File: src/sfcm_pkg.sv
// Shared constants, codes and types of the SPI flash command master.
package sfcm_pkg;

  localparam int ADDRESS_BITS   = 24;
  localparam int MAX_READ_BYTES = 256;
  localparam int CMD_W          = 4;
  localparam int COUNT_W        = 9;
  localparam int BYTE_W         = 8;
  localparam int WORD_W         = BYTE_W + ADDRESS_BITS;
  localparam int CNT_W          = $clog2(WORD_W);
  localparam int QUEUE_DEPTH    = 4;
  localparam int QPTR_W         = $clog2(QUEUE_DEPTH);
  localparam int QCNT_W         = QPTR_W + 1;

  localparam logic [BYTE_W-1:0] OPC_WREN    = 8'h06;
  localparam logic [BYTE_W-1:0] OPC_WRDIS   = 8'h04;
  localparam logic [BYTE_W-1:0] OPC_ERASE   = 8'hC7;
  localparam logic [BYTE_W-1:0] OPC_PDOWN   = 8'hB9;
  localparam logic [BYTE_W-1:0] OPC_RELEASE = 8'hAB;
  localparam logic [BYTE_W-1:0] OPC_RDSR    = 8'h05;
  localparam logic [BYTE_W-1:0] OPC_READ    = 8'h03;
  localparam logic [BYTE_W-1:0] OPC_WRITE   = 8'h02;

  localparam logic [COUNT_W-1:0] MAX_COUNT  = COUNT_W'(MAX_READ_BYTES);
  localparam logic [CNT_W-1:0]   NBITS_BYTE = CNT_W'(BYTE_W - 1);
  localparam logic [CNT_W-1:0]   NBITS_WORD = CNT_W'(WORD_W - 1);

  typedef enum logic [CMD_W-1:0] {
    CMD_WREN    = 4'd0,
    CMD_WRDIS   = 4'd1,
    CMD_ERASE   = 4'd2,
    CMD_PDOWN   = 4'd3,
    CMD_RELEASE = 4'd4,
    CMD_RDSTAT  = 4'd5,
    CMD_READ    = 4'd6,
    CMD_WRITE   = 4'd7,
    CMD_WRBYTE  = 4'd8,
    CMD_MISOBIT = 4'd9
  } cmd_e;

  typedef enum logic [1:0] {
    PH_IDLE  = 2'd0,
    PH_RECV  = 2'd1,
    PH_WRITE = 2'd2
  } phase_e;

  // One unit of back-end work: either a serial shift run or a single period.
  typedef struct packed {
    logic              single;
    logic [WORD_W-1:0] word;
    logic [CNT_W-1:0]  nbits_m1;
    logic              cs;
    logic              clk;
    logic [BYTE_W-1:0] val;
    logic              valid;
    logic              err;
  } job_t;

  typedef struct packed {
    logic              mosi;
    logic              cs;
    logic              clk;
    logic [BYTE_W-1:0] val;
    logic              valid;
    logic              last;
    logic              err;
  } result_t;

  function automatic logic [BYTE_W-1:0] simple_opcode(input cmd_e cmd);
    logic [BYTE_W-1:0] opc;
    case (cmd)
      CMD_WREN:    opc = OPC_WREN;
      CMD_WRDIS:   opc = OPC_WRDIS;
      CMD_ERASE:   opc = OPC_ERASE;
      CMD_PDOWN:   opc = OPC_PDOWN;
      CMD_RELEASE: opc = OPC_RELEASE;
      default:     opc = OPC_RDSR;
    endcase
    return opc;
  endfunction

endpackage

File: src/sfcm_front.sv
// Front end: accepts host items, tracks the transaction phase and queues jobs.
module sfcm_front import sfcm_pkg::*; (
  input  logic                    clk_i,
  input  logic                    rst_ni,
  input  logic                    push_i,
  input  logic                    q_full_i,
  input  logic [CMD_W-1:0]        cmd_i,
  input  logic [ADDRESS_BITS-1:0] address_i,
  input  logic [BYTE_W-1:0]       data_byte_i,
  input  logic                    final_byte_i,
  input  logic [COUNT_W-1:0]      byte_count_i,
  input  logic                    miso_i,
  output logic                    enq_o,
  output job_t                    job_o
);

  phase_e             phase_q, phase_d;
  logic [2:0]         bit_pos_q, bit_pos_d;
  logic [COUNT_W-1:0] bytes_q, bytes_d;
  logic [BYTE_W-1:0]  rx_shift_q, rx_shift_d;

  logic [BYTE_W-1:0]  rx_next;
  logic [2:0]         bit_pos_next;
  logic [COUNT_W-1:0] bytes_next;
  job_t               err_job;

  assign enq_o        = push_i && !q_full_i;
  assign rx_next      = {rx_shift_q[BYTE_W-2:0], miso_i};
  assign bit_pos_next = bit_pos_q + 3'd1;
  assign bytes_next   = bytes_q - COUNT_W'(1);

  always_comb begin
    err_job          = '0;
    err_job.single   = 1'b1;
    err_job.cs       = (phase_q != PH_IDLE);
    err_job.err      = 1'b1;
  end

  always_comb begin
    phase_d    = phase_q;
    bit_pos_d  = bit_pos_q;
    bytes_d    = bytes_q;
    rx_shift_d = rx_shift_q;
    job_o      = err_job;
    case (cmd_e'(cmd_i)) inside
      CMD_WREN, CMD_WRDIS, CMD_ERASE, CMD_PDOWN, CMD_RELEASE, CMD_RDSTAT: begin
        if (phase_q == PH_IDLE) begin
          job_o          = '0;
          job_o.word     = {simple_opcode(cmd_e'(cmd_i)), ADDRESS_BITS'(0)};
          job_o.nbits_m1 = NBITS_BYTE;
          if (cmd_e'(cmd_i) == CMD_RDSTAT) begin
            phase_d    = PH_RECV;
            bytes_d    = COUNT_W'(1);
            bit_pos_d  = '0;
            rx_shift_d = '0;
          end
        end
      end
      CMD_READ: begin
        if (phase_q == PH_IDLE && byte_count_i != '0 && byte_count_i <= MAX_COUNT) begin
          job_o          = '0;
          job_o.word     = {OPC_READ, address_i};
          job_o.nbits_m1 = NBITS_WORD;
          phase_d        = PH_RECV;
          bytes_d        = byte_count_i;
          bit_pos_d      = '0;
          rx_shift_d     = '0;
        end
      end
      CMD_WRITE: begin
        if (phase_q == PH_IDLE) begin
          job_o          = '0;
          job_o.word     = {OPC_WRITE, address_i};
          job_o.nbits_m1 = NBITS_WORD;
          phase_d        = PH_WRITE;
        end
      end
      CMD_WRBYTE: begin
        if (phase_q == PH_WRITE) begin
          job_o          = '0;
          job_o.word     = {data_byte_i, ADDRESS_BITS'(0)};
          job_o.nbits_m1 = NBITS_BYTE;
          if (final_byte_i) phase_d = PH_IDLE;
        end
      end
      CMD_MISOBIT: begin
        if (phase_q == PH_RECV) begin
          job_o        = '0;
          job_o.single = 1'b1;
          job_o.cs     = 1'b1;
          job_o.clk    = 1'b1;
          bit_pos_d    = bit_pos_next;
          rx_shift_d   = rx_next;
          if (bit_pos_next == 3'd0) begin
            job_o.val   = rx_next;
            job_o.valid = 1'b1;
            bytes_d     = bytes_next;
            rx_shift_d  = '0;
            if (bytes_next == '0) phase_d = PH_IDLE;
          end
        end
      end
      default: begin
        job_o = err_job;
      end
    endcase
  end

  always_ff @(posedge clk_i or negedge rst_ni) begin
    if (!rst_ni) begin
      phase_q    <= PH_IDLE;
      bit_pos_q  <= '0;
      bytes_q    <= '0;
      rx_shift_q <= '0;
    end else if (enq_o) begin
      phase_q    <= phase_d;
      bit_pos_q  <= bit_pos_d;
      bytes_q    <= bytes_d;
      rx_shift_q <= rx_shift_d;
    end
  end

  // A receive phase always has at least one byte still owed.
  assert property (@(posedge clk_i) disable iff (!rst_ni)
    phase_q == PH_RECV |-> bytes_q != '0)
    else $error("receive phase with no bytes remaining");

endmodule

File: src/sfcm_queue.sv
// Job queue between the front end and the serial back end.
module sfcm_queue import sfcm_pkg::*; (
  input  logic clk_i,
  input  logic rst_ni,
  input  logic enq_i,
  input  job_t job_i,
  input  logic deq_i,
  output job_t head_o,
  output logic full_o,
  output logic empty_o
);

  job_t              mem_q [QUEUE_DEPTH];
  logic [QPTR_W-1:0] wr_ptr_q, rd_ptr_q;
  logic [QCNT_W-1:0] cnt_q;
  logic              do_enq, do_deq;

  assign full_o  = (cnt_q == QCNT_W'(QUEUE_DEPTH));
  assign empty_o = (cnt_q == '0);
  assign do_enq  = enq_i && !full_o;
  assign do_deq  = deq_i && !empty_o;
  assign head_o  = mem_q[rd_ptr_q];

  always_ff @(posedge clk_i) begin
    if (do_enq) mem_q[wr_ptr_q] <= job_i;
  end

  always_ff @(posedge clk_i or negedge rst_ni) begin
    if (!rst_ni) begin
      wr_ptr_q <= '0;
      rd_ptr_q <= '0;
      cnt_q    <= '0;
    end else begin
      if (do_enq) wr_ptr_q <= wr_ptr_q + QPTR_W'(1);
      if (do_deq) rd_ptr_q <= rd_ptr_q + QPTR_W'(1);
      cnt_q <= cnt_q + QCNT_W'(do_enq) - QCNT_W'(do_deq);
    end
  end

  assert property (@(posedge clk_i) disable iff (!rst_ni)
    cnt_q <= QCNT_W'(QUEUE_DEPTH))
    else $error("job queue overfilled");

  assert property (@(posedge clk_i) disable iff (!rst_ni)
    (do_enq && !do_deq) |=> cnt_q == $past(cnt_q) + QCNT_W'(1))
    else $error("job queue count lost an entry");

endmodule

File: src/sfcm_back.sv
// Back end: turns queued jobs into one result beat per serial clock period.
module sfcm_back import sfcm_pkg::*; (
  input  logic    clk_i,
  input  logic    rst_ni,
  input  job_t    head_i,
  input  logic    head_valid_i,
  output logic    deq_o,
  input  logic    pop_i,
  output logic    out_valid_o,
  output result_t out_o
);

  logic [CNT_W-1:0] cnt_q, cnt_d;
  logic             out_valid_q, out_valid_d;
  result_t          out_q, res_d;
  logic             advance, produce, last_bit;
  logic [CNT_W-1:0] bit_idx;

  assign advance  = !out_valid_q || pop_i;
  assign produce  = head_valid_i && advance;
  assign last_bit = (cnt_q == head_i.nbits_m1);
  assign bit_idx  = CNT_W'(WORD_W - 1) - cnt_q;
  assign deq_o    = produce && (head_i.single || last_bit);

  always_comb begin
    res_d = '0;
    if (head_i.single) begin
      res_d.mosi  = 1'b1;
      res_d.cs    = head_i.cs;
      res_d.clk   = head_i.clk;
      res_d.val   = head_i.val;
      res_d.valid = head_i.valid;
      res_d.last  = 1'b1;
      res_d.err   = head_i.err;
    end else begin
      res_d.mosi  = head_i.word[bit_idx];
      res_d.cs    = 1'b1;
      res_d.clk   = 1'b1;
      res_d.last  = last_bit;
    end
  end

  always_comb begin
    cnt_d = cnt_q;
    if (produce && !head_i.single) cnt_d = last_bit ? '0 : cnt_q + CNT_W'(1);
    out_valid_d = out_valid_q;
    if (produce) out_valid_d = 1'b1;
    else if (pop_i) out_valid_d = 1'b0;
  end

  always_ff @(posedge clk_i or negedge rst_ni) begin
    if (!rst_ni) begin
      cnt_q       <= '0;
      out_valid_q <= 1'b0;
    end else begin
      cnt_q       <= cnt_d;
      out_valid_q <= out_valid_d;
    end
  end

  always_ff @(posedge clk_i) begin
    if (produce) out_q <= res_d;
  end

  assign out_valid_o = out_valid_q;
  assign out_o       = out_q;

  assert property (@(posedge clk_i) disable iff (!rst_ni)
    out_valid_q && out_q.err |-> out_q.last && !out_q.clk)
    else $error("error beat not a lone non-clock beat");

  assert property (@(posedge clk_i) disable iff (!rst_ni)
    out_valid_q && out_q.valid |-> out_q.last && out_q.clk && out_q.cs)
    else $error("received byte on a malformed beat");

  assert property (@(posedge clk_i) disable iff (!rst_ni)
    cnt_q != '0 |-> head_valid_i && !head_i.single)
    else $error("shift counter running without a shift job");

endmodule

File: src/spi_flash_command_master_top.sv
// Top level of the SPI flash command master: front end, job queue, back end.
// The first result beat of an item is queued at accept, then registered in the back end.
// Throughput: one result beat per cycle out of the back end unless the output is held;
//   a MISO bit or error is one beat, other items one beat per opcode, address or data bit.
// The serial back end sets the rate; the front end runs ahead through a 4-deep job queue.
// Reset (rst_ni low, asynchronous): phase idle, counters cleared, queue and output empty.
module spi_flash_command_master_top import sfcm_pkg::*; (
  input  logic                    clk_i,
  input  logic                    rst_ni,
  // input side
  input  logic                    push,
  output logic                    full,
  input  logic [CMD_W-1:0]        cmd_i,
  input  logic [ADDRESS_BITS-1:0] address_i,
  input  logic [BYTE_W-1:0]       data_byte_i,
  input  logic                    final_byte_i,
  input  logic [COUNT_W-1:0]      byte_count_i,
  input  logic                    miso_i,
  // result side
  output logic                    empty,
  input  logic                    pop,
  output logic                    mosi_o,
  output logic                    chip_select_active_o,
  output logic                    clock_pulse_o,
  output logic [BYTE_W-1:0]       read_value_o,
  output logic                    read_valid_o,
  output logic                    last_o,
  output logic                    error_o
);

  // Front end to queue.
  logic    enq;
  job_t    job;
  // Queue to back end.
  job_t    head;
  logic    q_full, q_empty, deq;
  // Back end output register.
  logic    out_valid;
  result_t res;

  // Front end: classify the item, update phase and receive state at accept.
  sfcm_front u_front (
    .clk_i        (clk_i),
    .rst_ni       (rst_ni),
    .push_i       (push),
    .q_full_i     (q_full),
    .cmd_i        (cmd_i),
    .address_i    (address_i),
    .data_byte_i  (data_byte_i),
    .final_byte_i (final_byte_i),
    .byte_count_i (byte_count_i),
    .miso_i       (miso_i),
    .enq_o        (enq),
    .job_o        (job)
  );

  // Decouple the two sides: hold jobs while the serial side is busy.
  sfcm_queue u_queue (
    .clk_i   (clk_i),
    .rst_ni  (rst_ni),
    .enq_i   (enq),
    .job_i   (job),
    .deq_i   (deq),
    .head_o  (head),
    .full_o  (q_full),
    .empty_o (q_empty)
  );

  // Back end: advance one serial clock period per beat, stall on a full output.
  sfcm_back u_back (
    .clk_i        (clk_i),
    .rst_ni       (rst_ni),
    .head_i       (head),
    .head_valid_i (!q_empty),
    .deq_o        (deq),
    .pop_i        (pop && out_valid),
    .out_valid_o  (out_valid),
    .out_o        (res)
  );

  assign full                 = q_full;
  assign empty                = !out_valid;
  assign mosi_o               = res.mosi;
  assign chip_select_active_o = res.cs;
  assign clock_pulse_o        = res.clk;
  assign read_value_o         = res.val;
  assign read_valid_o         = res.valid;
  assign last_o               = res.last;
  assign error_o              = res.err;

endmodule
File: config.mk
export PLATFORM = sky130hd
export DESIGN_NAME = spi_flash_command_master_top
export DESIGN_NICKNAME = d
export VERILOG_FILES = /design/src/sfcm_pkg.sv /design/src/sfcm_front.sv /design/src/sfcm_queue.sv /design/src/sfcm_back.sv /design/src/spi_flash_command_master_top.sv
export SDC_FILE = /design/constraint.sdc
export NUM_CORES = 1
export LEC_CHECK = 0
export ABC_AREA = 1
export BUFFER_PORTS_ARGS = -buffer_cell sky130_fd_sc_hd__buf_2
export CORE_MARGIN = 1
export CORE_UTILIZATION = 45
export CTS_BUF_LIST = sky130_fd_sc_hd__clkbuf_4
export DETAILED_ROUTE_END_ITERATION = 10
export PLACE_DENSITY_LB_ADDON = 0.12
export SYNTH_ARGS = -nofsm -noshare
export SYNTH_HDL_FRONTEND = slang
export SYNTH_SLANG_ARGS = --single-unit
File: constraint.sdc
create_clock -name clk_i -period 5.2 [get_ports clk_i]
set_clock_uncertainty 0.2 [all_clocks]
set_input_delay 0.26 -clock clk_i [delete_from_list [all_inputs] [get_ports clk_i]]
set_output_delay 0.26 -clock clk_i [all_outputs]
set_load 0.05 [all_outputs]
Word-level counts from Yosys, hierarchy flattened. Memories as Yosys holds them, arrays and structs flattened. Index checks and enable logic that the tools add are counted.

Register bits after elaboration: 48. Memory bits (writable): 200. Output and inout bits: 16. Logic and storage cells: 144. Memories: 1.

Memories: u_queue.mem_q (words 4, width 50, rd ports 1, clocked after memory_dff 0, wr ports 1, RTL line sfcm_queue.sv:13) `job_t mem_q [QUEUE_DEPTH];`.

$add $sub $neg: 8. Magnitude comparators: 2. Eq/ne operators: 21. Muxes and demuxes: 62. Reduce and logical (&&, ||, !) cells: 34.

Operator list (count): 50-bit 2-to-1 mux (8); 9-bit 2-to-1 mux (11); 7-bit 2-to-1 mux (10); 8-bit one-hot mux with 5 select lines (1); 2-bit 2-to-1 mux (14); 3-bit 2-to-1 mux (9); 12-bit 2-to-1 mux (2); 5-bit nonzero test (4); 4-bit by 3-bit equality test with 1-bit output (second input constant) (4); 11-bit AND reduction (1); 5-bit by 3-bit != test with 1-bit output (second input constant) (2); 9-bit less-or-equal comparator (second input constant) (1); 1-bit logical AND (9); 9-bit logical NOT (1); 9-bit AND reduction (1); 3-bit nonzero test (3); 9-bit nonzero test (1); 9-bit by 1-bit subtractor with 9-bit output (second input constant) (1); 4-bit by 2-bit equality test with 1-bit output (second input constant) (2); 4-bit equality test (second input constant) (2); 8-bit AND reduction (1); 3-bit logical NOT (2); 5-bit by 6-bit < comparator with 1-bit output (second input constant) (1); 3-bit by 2-bit != test with 1-bit output (second input constant) (2); 23 further kinds (34).

Depth between registers and ports, before layout. Gate-level depths: netlist of run 1.

Depth after elaboration: 10. Mapped depth: 15. Gate-level depth less buffers: 15.

Modules after synthesis. Synthesis of run 1 repeated with hierarchy kept, for this count alone.

Cells, all modules: 1221. Area, all modules: 11681.2 µm².

Modules (own cells, without submodules): sfcm_queue (instances 1, cells each 694, area each 8301.7 µm², sequential area each 6180.9 µm²); sfcm_front (instances 1, cells each 349, area each 2068.2 µm², sequential area each 525.5 µm²); sfcm_back (instances 1, cells each 174, area each 1296.2 µm², sequential area each 570.5 µm²); spi_flash_command_master_top (instances 1, cells each 4, area each 15.0 µm², sequential area each 0.0 µm²).

Least setup slack after synthesis of run 1. No wires, ideal clock.

Path type: flip-flop to flip-flop. Start: register u_queue.cnt_q[1]. End: memory u_queue.mem_q[0][0] (netlist name), enable pin. Library setup time: 451 ps. Data arrival time: 2966 ps. Required time: 4549 ps. Path slack: 1582 ps. Stages on the path, launching flop included: 7. Buffers on the path: 0. Cells stage by stage: dfrtp_1 inv_2 nand2_1 nor2_1 nor2_4 inv_1 nor2_1.

Longest elaborated chain between the ends: 6.

RTL lines: start: declaration (RTL line sfcm_queue.sv:15) `logic [QCNT_W-1:0] cnt_q;`; start signal: assignment (RTL line sfcm_queue.sv:36) `cnt_q <= cnt_q + QCNT_W'(do_enq) - QCNT_W'(do_deq);`; 3-bit equality test (*) (RTL line sfcm_queue.sv:18) `assign full_o = (cnt_q == QCNT_W'(QUEUE_DEPTH));`; via full (RTL line spi_flash_command_master_top.sv:12) `output logic full,`; 1-bit logical NOT (*) (RTL line sfcm_front.sv:27, sfcm_queue.sv:20); 1-bit logical AND (RTL line sfcm_front.sv:27) `assign enq_o = push_i && !q_full_i;`; 1-bit logical AND (*) (RTL line sfcm_queue.sv:20) `assign do_enq = enq_i && !full_o;`; via u_queue.do_enq (RTL line sfcm_queue.sv:16) `logic do_enq, do_deq;`; 1-bit 2-to-1 mux (*) (RTL line sfcm_queue.sv:25) `if (do_enq) mem_q[wr_ptr_q] <= job_i;`; 1-bit 2-to-1 mux (implied by the code) (*) (RTL line sfcm_queue.sv:25); end: declaration (RTL line sfcm_queue.sv:13).

The timed path passes the listed nets; every way through them passes the cells marked *.

Worst setup path in the final report of run 1.
Start: register u_queue.rd_ptr_q[0]. End: register u_queue.cnt_q[2].

Longest elaborated chain between the ends: 6.

RTL lines: start: declaration (RTL line sfcm_queue.sv:14) `logic [QPTR_W-1:0] wr_ptr_q, rd_ptr_q;`; start signal: assignment (RTL line sfcm_queue.sv:35) `if (do_deq) rd_ptr_q <= rd_ptr_q + QPTR_W'(1);`; memory 4 x 50 bit (*); 5-bit equality test (RTL line sfcm_back.sv:21) `assign last_bit = (cnt_q == head_i.nbits_m1);`; 1-bit logical OR (*) (RTL line sfcm_back.sv:23) `assign deq_o = produce && (head_i.single || last_bit);`; 1-bit logical AND (*) (RTL line sfcm_back.sv:23); 1-bit logical AND (*) (RTL line sfcm_queue.sv:21) `assign do_deq = deq_i && !empty_o;`; via u_queue.do_deq (RTL line sfcm_queue.sv:16); 3-bit by 1-bit subtractor with 3-bit output (*) (RTL line sfcm_queue.sv:36).

Marks and branches as above. A chain may end at the register's enable or synchronous reset.

==> impl_metrics.py, run 1 <==
metrics = {
    "setup_path": {
        "cp.required_ns": 5.52,
        "crit_top_cell": "nand2_1",
        "crit_family": "adder cells",
        "max_stage_delay_ns": 0.87,
        "cp.arrival_ns": 4.08,
        "path_cells": "buf_4 > nand2_1 > nand3_1 > nand2_1 > nor2_1 > a21oi_1 > nand2_1 > nand2_1 > nand2_1 > inv_1 > ha_1 > inv_1 > ha_1 > fa_1 > xor2_1",
        "cp-start-kind": "flip-flop",
        "critPathMaxFanout": 61,
        "worstSetupEndpointType": "flip-flop",
        "crit_path_top_delay_cell": "dfrtp_2",
        "crit_type": "flip-flop to flip-flop",
        "path_buf_inv": 3,
    },
    "clock_tree": {
        "cts-root-buf": "clkbuf_4",
        "cts-resized-gates": 0,
        "htree_levels": 3,
        "cts_tree": "yes",
        "clk_path_buf_depth": 3,
        "cts-buffers-inserted": 67,
        "path_clk_slew_ns": 0.06,
        "cts.sinks": 236,
        "clock_latency_ns": 0.64,
    },
    "floorplan": {
        "ios": 67,
        "core-area_um2": 23400,
        "die_h_um": 156,
        "dieWidth_um": 156,
        "placementRows": 56,
        "start_util": 0.457,
        "dieArea_um2": 24400,
    },
    "routing": {
        "drt_iter0_drc": 458,
        "postRouteWirelength_mm": 23.6,
        "ant_nets": 0,
        "wl_per_cell_um": 14.9,
        "drt_pre_antenna_iters": 5,
        "post-route-drc-count": 0,
        "viasPerCell": 4.88,
        "vias": 7746,
    },
    "synth": {
        "seq_area_frac_synth": 0.647,
        "synth_cells": 1061,
        "synth_fp_nets": 1124,
        "ys.flop_type": "edfxtp_1",
        "synth-seq-cells": 236,
        "yosys_warnings": 0,
        "syn_avg_cell_area_um2": 10.1,
        "syn_area_um2": 10700,
        "ys_types": 43,
        "synth_edf_count": 202,
        "ys_async_sr_fraction": 0.144,
    },
    "sta": {
        "post-route-min-period_ns": 3.75,
        "period_share": 0.722,
        "setup_violations": 0,
        "slew_violations": 0,
        "layout_setup_ws_ns": 1.45,
        "tightestPinTransition_ns": 0.956,
        "rsz0062_at_grt": "false",
        "fmax_mhz": 266,
        "relSlewSlack": 0.362,
        "hold_violations": 0,
        "tns_ns": 0,
    },
    "finish": {
        "layout_commonest_cell": "nand2_1",
        "mostFrequentLayoutCells": "268 x nand2_1, 202 x edfxtp_1, 128 x nor2_1",
        "syn_to_final_growth_pct": 19.0,
        "stdcell_count": 1588,
        "fillers": 2125,
        "fin_nets": 1282,
        "drive_gt1_frac": 0.179,
    },
    "placement": {
        "io_buffers": 66,
        "hpwl_mm": 13.5,
        "pre_cts_ws_ns": 1.45,
        "routabilityCongestion": 0.813,
        "dp_cells": 1415,
    },
    "power_and_ir_drop": {
        "power.switching_w": 0.00272,
        "leakage_nw": 5.41,
        "internal_power_w": 0.00427,
        "swShare": 0.389,
        "p_comb_frac": 0.347,
        "power_frac_clock": 0.244,
        "cellPowerDensity_nw_per_um2": 550,
        "vdd.ir_drop.worst_uv": 279,
        "pwr-share-seq": 0.409,
    },
    "min_path": {
        "min_path_type": "primary input to async pin",
    },
    "global_routing": {
        "grt_first_pass_wirelength_mm": 38.6,
        "grt_pass1_vias": 7547,
        "gr-total-overflow": 0,
        "track_usage": 0.207,
        "antenna_found_initial": 1,
        "grt_max_degree": 62,
    },
    "outcome": {
        "outcome": "complete, no violations",
    },
    "job": {
        "max_cap_violations": 0,
    },
}
## power groups by stage
| stage | combinational [W] | sequential [W] | clock (W) |
|---|---|---|---|
| CTS | 0.00247 | 0.00286 | 0.00176 |
| global route | 0.00277 | 0.00291 | 0.00187 |
| finish | 0.00243 | 0.00286 | 0.00171 |
| global placement | 0.00240 | 0.00290 | 0 |
| floorplan | 0.00165 | 0.00299 | 0 |
| detailed placement | 0.00241 | 0.00290 | 0 |
## timing repair
action / CTS / global route
hold buffers: 54 / 0
setup buffers: 0 / 0
hold endpoints to repair: 187 / 0
## state kept, by name, summed over array words and instances, names as in the netlist
register            count
u_back.out_o           14
u_back.cnt_q            5
u_queue.wr_ptr_q        2
u_front.rx_shift_q      7
u_back.out_valid_o      1
u_queue.mem_q         188
u_front.bytes_q         9
u_front.bit_pos_q       3
u_queue.rd_ptr_q        2
u_queue.cnt_q           3
u_front.phase_q         2
## metrics by stage
stage               total power [W]  area, um2  hold slack (ns)   util
finish                      0.00699      12700           0.0729  0.544
global route                0.00755      12700            0.118  0.544
CTS                         0.00709      12700           0.0573  0.543
detailed placement          0.00531      11300            0.241  0.484
global placement            0.00530      11300            0.233  0.484
floorplan                   0.00465      10700           -0.236      -
## cell usage after synthesis, types with 2 or more instances
master	count	area share
nand2_2	2	0.0012
o21ai_2	8	0.0066
inv_1	121	0.042
buf_2	25	0.012
nand4_1	4	0.0023
xnor2_1	2	0.0016
nor2_4	3	0.0032
clkbuf_1	11	0.0039
o21ai_0	54	0.025
o21ai_1	14	0.0066
dfrtp_1	34	0.080
nor2_1	132	0.046
o221ai_1	2	0.0016
o22ai_1	10	0.0059
nand3_1	86	0.040
nor3_1	4	0.0019
nor3_2	2	0.0019
edfxtp_1	202	0.57
a21oi_1	15	0.0070
o211ai_1	8	0.0056
nand2_1	268	0.094
buf_6	2	0.0021
inv_2	13	0.0046
xor2_1	4	0.0033
o21bai_1	2	0.0014
ha_1	11	0.013
nor2_2	6	0.0035
## metal layers
metal  vias to the layer above  part of all wire  track usage
met4                         0             0.021       0.0831
met2                       188              0.46        0.324
li1                       3885                 -            -
met3                        46             0.049       0.0433
met5                         -                 0            0
met1                      3627              0.47        0.281
## path summary, 6_finish.rpt
kind	startpoint	end	slack [ns]	cells past startpoint
setup / recovery	u_queue.rd_ptr_q[0]	u_queue.cnt_q[2]	1.45	15
hold / removal	rst_ni	u_queue.cnt_q[2]	0.07	2
setup reg to reg	u_queue.rd_ptr_q[0]	u_queue.cnt_q[2]	1.45	15
hold reg to reg	u_front.bytes_q[1]	u_front.bytes_q[1]	0.28	2
max in group asynchronous	rst_ni	u_queue.rd_ptr_q[0]	4.12	2
min in group clk_i	pop	u_back.out_valid_o	0.17	3
## cell families after synthesis
kind of cell,synth area share
buf+inv,0.0658
simple gates,0.202
flops,0.647
fa+ha+maj,0.0147
compound gates,0.0657
xor+xnor,0.00492
## cell type report
cell class                 count  area [um2]  area share
antenna                        1        2.50    0.000197
clock buffer                 103         773      0.0608
clock inverter                15        85.1     0.00669
inverter                     134         503      0.0395
multi-input combinational    651        3100       0.244
sequential                   236        6920       0.544
tap                          319         399      0.0314
timing repair buffer         129         938      0.0738
No activity file was read; power rests on OpenSTA's default activity.
==> run 2, diff against run 1 <==
Clock period 5.2 ns to 3.7 ns, I/O delays scaled along.
==> impl_metrics.py, run 2 (synthesized netlist as in run 1, its figures left out) <==
metrics = {
    "outcome": {
        "outcome": "complete, no violations",
    },
    "floorplan": {
        "dieArea_um2": 24400,
        "start_util": 0.457,
        "core-area_um2": 23400,
        "placementRows": 56,
        "dieWidth_um": 156,
        "ios": 67,
        "die_h_um": 156,
    },
    "sta": {
        "tns_ns": 0,
        "slew_violations": 0,
        "post-route-min-period_ns": 2.91,
        "tightestPinTransition_ns": 0.869,
        "fin_hold_ws_ns": 0.0803,
        "setup_violations": 0,
        "hold_violations": 0,
        "rsz0062_at_grt": "false",
        "relSlewSlack": 0.414,
        "period_share": 0.787,
        "fmax_mhz": 343,
    },
    "setup_path": {
        "cp-start-kind": "primary input",
        "crit_type": "primary input to flip-flop",
        "worstSetupEndpointType": "flip-flop",
        "cp.required_ns": 4.04,
        "cp.arrival_ns": 3.25,
        "critPathMaxFanout": 18,
    },
    "routing": {
        "wl_per_cell_um": 14.8,
        "vias": 7722,
        "drt_iter0_drc": 385,
        "ant_nets": 0,
        "postRouteWirelength_mm": 23.8,
        "post-route-drc-count": 0,
        "drt_pre_antenna_iters": 5,
        "viasPerCell": 4.82,
    },
    "global_routing": {
        "gr-total-overflow": 0,
        "track_usage": 0.206,
        "grt_max_degree": 48,
        "antenna_found_initial": 1,
        "grt_pass1_vias": 7811,
        "grt_first_pass_wirelength_mm": 39.2,
    },
    "clock_tree": {
        "clk_path_buf_depth": 3,
        "cts-root-buf": "clkbuf_4",
        "clock_latency_ns": 0.67,
        "path_clk_slew_ns": 0.06,
        "cts-resized-gates": 0,
        "cts-buffers-inserted": 61,
        "htree_levels": 2,
        "cts_tree": "yes",
        "cts.sinks": 236,
    },
    "placement": {
        "hpwl_mm": 14.3,
        "routabilityCongestion": 0.880,
        "io_buffers": 66,
    },
    "power_and_ir_drop": {
        "leakage_nw": 5.49,
        "vdd.ir_drop.worst_uv": 261,
        "cellPowerDensity_nw_per_um2": 764,
    },
    "finish": {
        "fin_nets": 1293,
        "layout_commonest_cell": "nand2_1",
        "mostFrequentLayoutCells": "268 x nand2_1, 202 x edfxtp_1, 128 x nor2_1",
        "drive_gt1_frac": 0.181,
        "largest_register_ffs": 188,
        "syn_to_final_growth_pct": 20.3,
        "fillers": 2169,
        "top_register": "u_queue.mem_q",
    },
    "job": {
        "max_cap_violations": 0,
    },
    "min_path": {
        "min_path_type": "primary input to flip-flop",
    },
}
[run 2: power breakdown]
group	internal, W	switching [W]
registers	0.00366	0.000275
logic	0.00109	0.00250
clock network	0.00128	0.00102
total	0.00603	0.00380
[run 2: final timing paths]
kind                            slack (ns)                    end             startpoint  depth (start not counted)
worst max-delay path                  0.79     u_front.bytes_q[1]               cmd_i[2]                         12
worst min-delay path                  0.08     u_back.out_valid_o                    pop                          3
worst max register to register        0.81       u_queue.cnt_q[2]    u_queue.rd_ptr_q[0]                         15
worst min register to register        0.29  u_front.rx_shift_q[6]  u_front.rx_shift_q[6]                          2
max in group asynchronous             2.71    u_queue.rd_ptr_q[0]                 rst_ni                          4
min in group asynchronous             0.37  u_front.rx_shift_q[4]                 rst_ni                          4
[run 2: worst max-delay path, cell delays in order]
cell and delay (ns):
dlygate4sd3_1 0.55, buf_2 0.16, nand2_2 0.08, dlygate4sd3_1 0.62, inv_2 0.08, nand2_8 0.11, inv_2 0.10, a21boi_4 0.26
nand4_4 0.32, nand2_1 0.17, o21ai_2 0.06, dlygate4sd3_1 0.55
[run 2: repair_timing]
action                    CTS  global route
hold buffers               62             0
hold endpoints to repair  209             0
setup buffers               0             0
[run 2: final cells by class]
type                    instances  area (um2)  share of cell area
inverters                     134         503              0.0391
flip-flops and latches        236        6920               0.538
multi-input cells             651        3100               0.241
diodes                          1        2.50            0.000195
clock inverters                16        88.8             0.00691
repair buffers                146        1110              0.0862
clock buffers                  99         743              0.0578
well taps                     319         399              0.0310
[run 2: layer usage]
metal / GRT usage / share of wire / up-vias
met4: 0.0686 / 0.017 / 0
met5: 0 / 0 / -
met3: 0.0414 / 0.045 / 41
met2: 0.335 / 0.47 / 170
li1: - / - / 3888
met1: 0.278 / 0.47 / 3623
[run 2: per-stage QoR]
| stage | utilization | instances | setup slack [ns] | total power, W | instance area [um2] |
|---|---|---|---|---|---|
| after floorplan | - | 1061 | 0.0821 | 0.00653 | 10700 |
| after global placement | 0.487 | 1424 | 0.828 | 0.00753 | 11400 |
| after detailed placement | 0.487 | 1424 | 0.785 | 0.00754 | 11400 |
| after CTS | 0.550 | 1601 | 0.773 | 0.00996 | 12900 |
| after global routing | 0.550 | 1602 | 0.507 | 0.0106 | 12900 |
| final | 0.550 | 1602 | 0.788 | 0.00983 | 12900 |
==> run 3, diff against run 2 <==
Clock period 3.7 ns to 2.8 ns, I/O delays scaled along.
==> impl_metrics.py, run 3 (synthesized netlist as in run 1, its figures left out) <==
metrics = {
    "global_routing": {
        "grt_pass1_vias": 7871,
        "gr-total-overflow": 0,
        "track_usage": 0.212,
        "grt_max_degree": 49,
        "grt_first_pass_wirelength_mm": 39.7,
        "antenna_found_initial": 2,
    },
    "power_and_ir_drop": {
        "power.switching_w": 0.00512,
        "vdd.ir_drop.worst_uv": 484,
        "cellPowerDensity_nw_per_um2": 1010,
        "power_frac_clock": 0.228,
        "p_comb_frac": 0.381,
        "internal_power_w": 0.00810,
        "swShare": 0.387,
        "leakage_nw": 5.57,
        "pwr-share-seq": 0.390,
    },
    "setup_path": {
        "worstSetupEndpointType": "flip-flop",
        "cp.arrival_ns": 2.95,
        "path_cells": "inv_1 > nand3_1 > inv_1 > nand3_1 > nand2_1 > nand2_1 > inv_1 > nand2_1 > o211ai_1 > dlygate4sd3_1 > o21ai_2 > dlygate4sd3_1",
        "crit_type": "flip-flop to flip-flop",
        "cp.required_ns": 3.12,
        "crit_path_top_delay_cell": "dlygate4sd3_1",
        "critPathMaxFanout": 5,
        "max_stage_delay_ns": 0.58,
        "cp-start-kind": "flip-flop",
    },
    "routing": {
        "viasPerCell": 4.88,
        "wl_per_cell_um": 15.0,
        "postRouteWirelength_mm": 24.3,
        "drt_iter0_drc": 555,
        "post-route-drc-count": 0,
        "drt_pre_antenna_iters": 5,
        "vias": 7900,
        "ant_nets": 0,
    },
    "clock_tree": {
        "cts-root-buf": "clkbuf_4",
        "path_clk_slew_ns": 0.06,
        "clk_path_buf_depth": 3,
        "clock_latency_ns": 0.64,
        "cts_tree": "yes",
        "cts.sinks": 236,
        "htree_levels": 3,
        "cts-buffers-inserted": 66,
    },
    "sta": {
        "relSlewSlack": 0.531,
        "slew_violations": 0,
        "hold_violations": 0,
        "rsz0062_at_grt": "false",
        "tns_ns": 0,
        "period_share": 0.940,
        "setup_violations": 0,
        "tightestPinTransition_ns": 0.694,
        "post-route-min-period_ns": 2.63,
        "fmax_mhz": 380,
        "layout_setup_ws_ns": 0.167,
    },
    "finish": {
        "layout_commonest_cell": "nand2_1",
        "postLayoutCellArea_um2": 13000,
        "top_register": "u_queue.mem_q",
        "drive_gt1_frac": 0.192,
        "stdcell_count": 1619,
        "largest_register_ffs": 188,
        "ff_latch_area_um2": 6920,
        "fillers": 2146,
        "syn_to_final_growth_pct": 22.0,
        "fin_util": 0.558,
        "multi_input_area_um2": 3120,
        "fin_nets": 1319,
        "mostFrequentLayoutCells": "268 x nand2_1, 202 x edfxtp_1, 127 x nor2_1",
    },
    "floorplan": {
        "start_util": 0.457,
        "core-area_um2": 23400,
        "die_h_um": 156,
        "dieArea_um2": 24400,
        "placementRows": 56,
        "ios": 67,
        "dieWidth_um": 156,
    },
    "placement": {
        "pre_cts_ws_ns": 0.114,
        "routabilityCongestion": 0.817,
        "hpwl_mm": 14.2,
        "dp_cells": 1436,
        "io_buffers": 66,
        "post_dp_cell_area_um2": 11500,
    },
    "job": {
        "max_cap_violations": 0,
    },
    "min_path": {
        "min_path_type": "primary input to flip-flop",
    },
    "outcome": {
        "outcome": "complete, no violations",
    },
}
## run 3: cell count changes in the layout (fill, tap and decap cells not counted), moves of 2 or more
| cell | before | now |
|---|---|---|
| buf_12 | 2 | 5 |
| buf_4 | 17 | 32 |
| clkbuf_4 | 99 | 96 |
| clkinv_1 | 13 | 11 |
| clkinv_2 | 2 | 0 |
| dlygate4sd3_1 | 61 | 63 |
| inv_2 | 13 | 15 |
## run 3: final timing paths
path | from | end | slack (ns) | depth (start not counted)
worst min-delay path | miso_i | u_front.rx_shift_q[0] | 0.14 | 4
worst max register to register | u_front.bytes_q[0] | u_front.bytes_q[5] | 0.17 | 12
worst min register to register | u_front.rx_shift_q[6] | u_front.rx_shift_q[6] | 0.29 | 2
max in group asynchronous | rst_ni | u_front.phase_q[0] | 1.79 | 4
worst max-delay path | u_front.bytes_q[0] | u_front.bytes_q[5] | 0.17 | 12
min in group asynchronous | rst_ni | u_back.cnt_q[2] | 0.37 | 4
## run 3: per-layer routing
| metal | up-vias | routed length, um | track usage |
|---|---|---|---|
| met4 | 2 | 566 | 0.0934 |
| met3 | 59 | 1190 | 0.0417 |
| met5 | - | 13 | 0 |
| met2 | 211 | 11200 | 0.335 |
| met1 | 3676 | 11300 | 0.284 |
| li1 | 3952 | - | - |
## run 3: cell type report
class | instances | area share
Inverter | 134 | 0.0387
Tap cell | 319 | 0.0306
Multi-Input combinational cell | 652 | 0.239
Clock inverter | 16 | 0.00690
Clock buffer | 95 | 0.0547
Antenna cell | 1 | 0.000192
Timing Repair Buffer | 166 | 0.0999
Sequential cell | 236 | 0.530
## run 3: what timing repair did
item,in CTS,in global routing
setup endpoints to repair,0,4
resized for setup,0,2
buffers inserted,0,6
endpoints found under the hold margin,210,2
hold buffers,64,1
## run 3: per-stage QoR
step	hold WS, ns	total power (W)
after floorplan	-0.356	0.00862
after global placement	0.102	0.0101
after detailed placement	0.0995	0.0102
after CTS	0.0104	0.0134
after global routing	0.141	0.0142
final	0.141	0.0132
## run 3: power groups by stage
stage	logic [W]	clock network (W)	registers, W
after floorplan	0.00309	0	0.00554
after global placement	0.00489	0	0.00522
after detailed placement	0.00493	0	0.00523
after CTS	0.00507	0.00313	0.00516
after global routing	0.00567	0.00331	0.00524
final	0.00504	0.00302	0.00516
## run 3: worst max-delay path: cells and delay by family, from the launching register on
family          cells  cell delay (ns)
simple gates        5             0.35
buf+inv             5             1.43
flops               1             0.41
compound gates      2             0.13
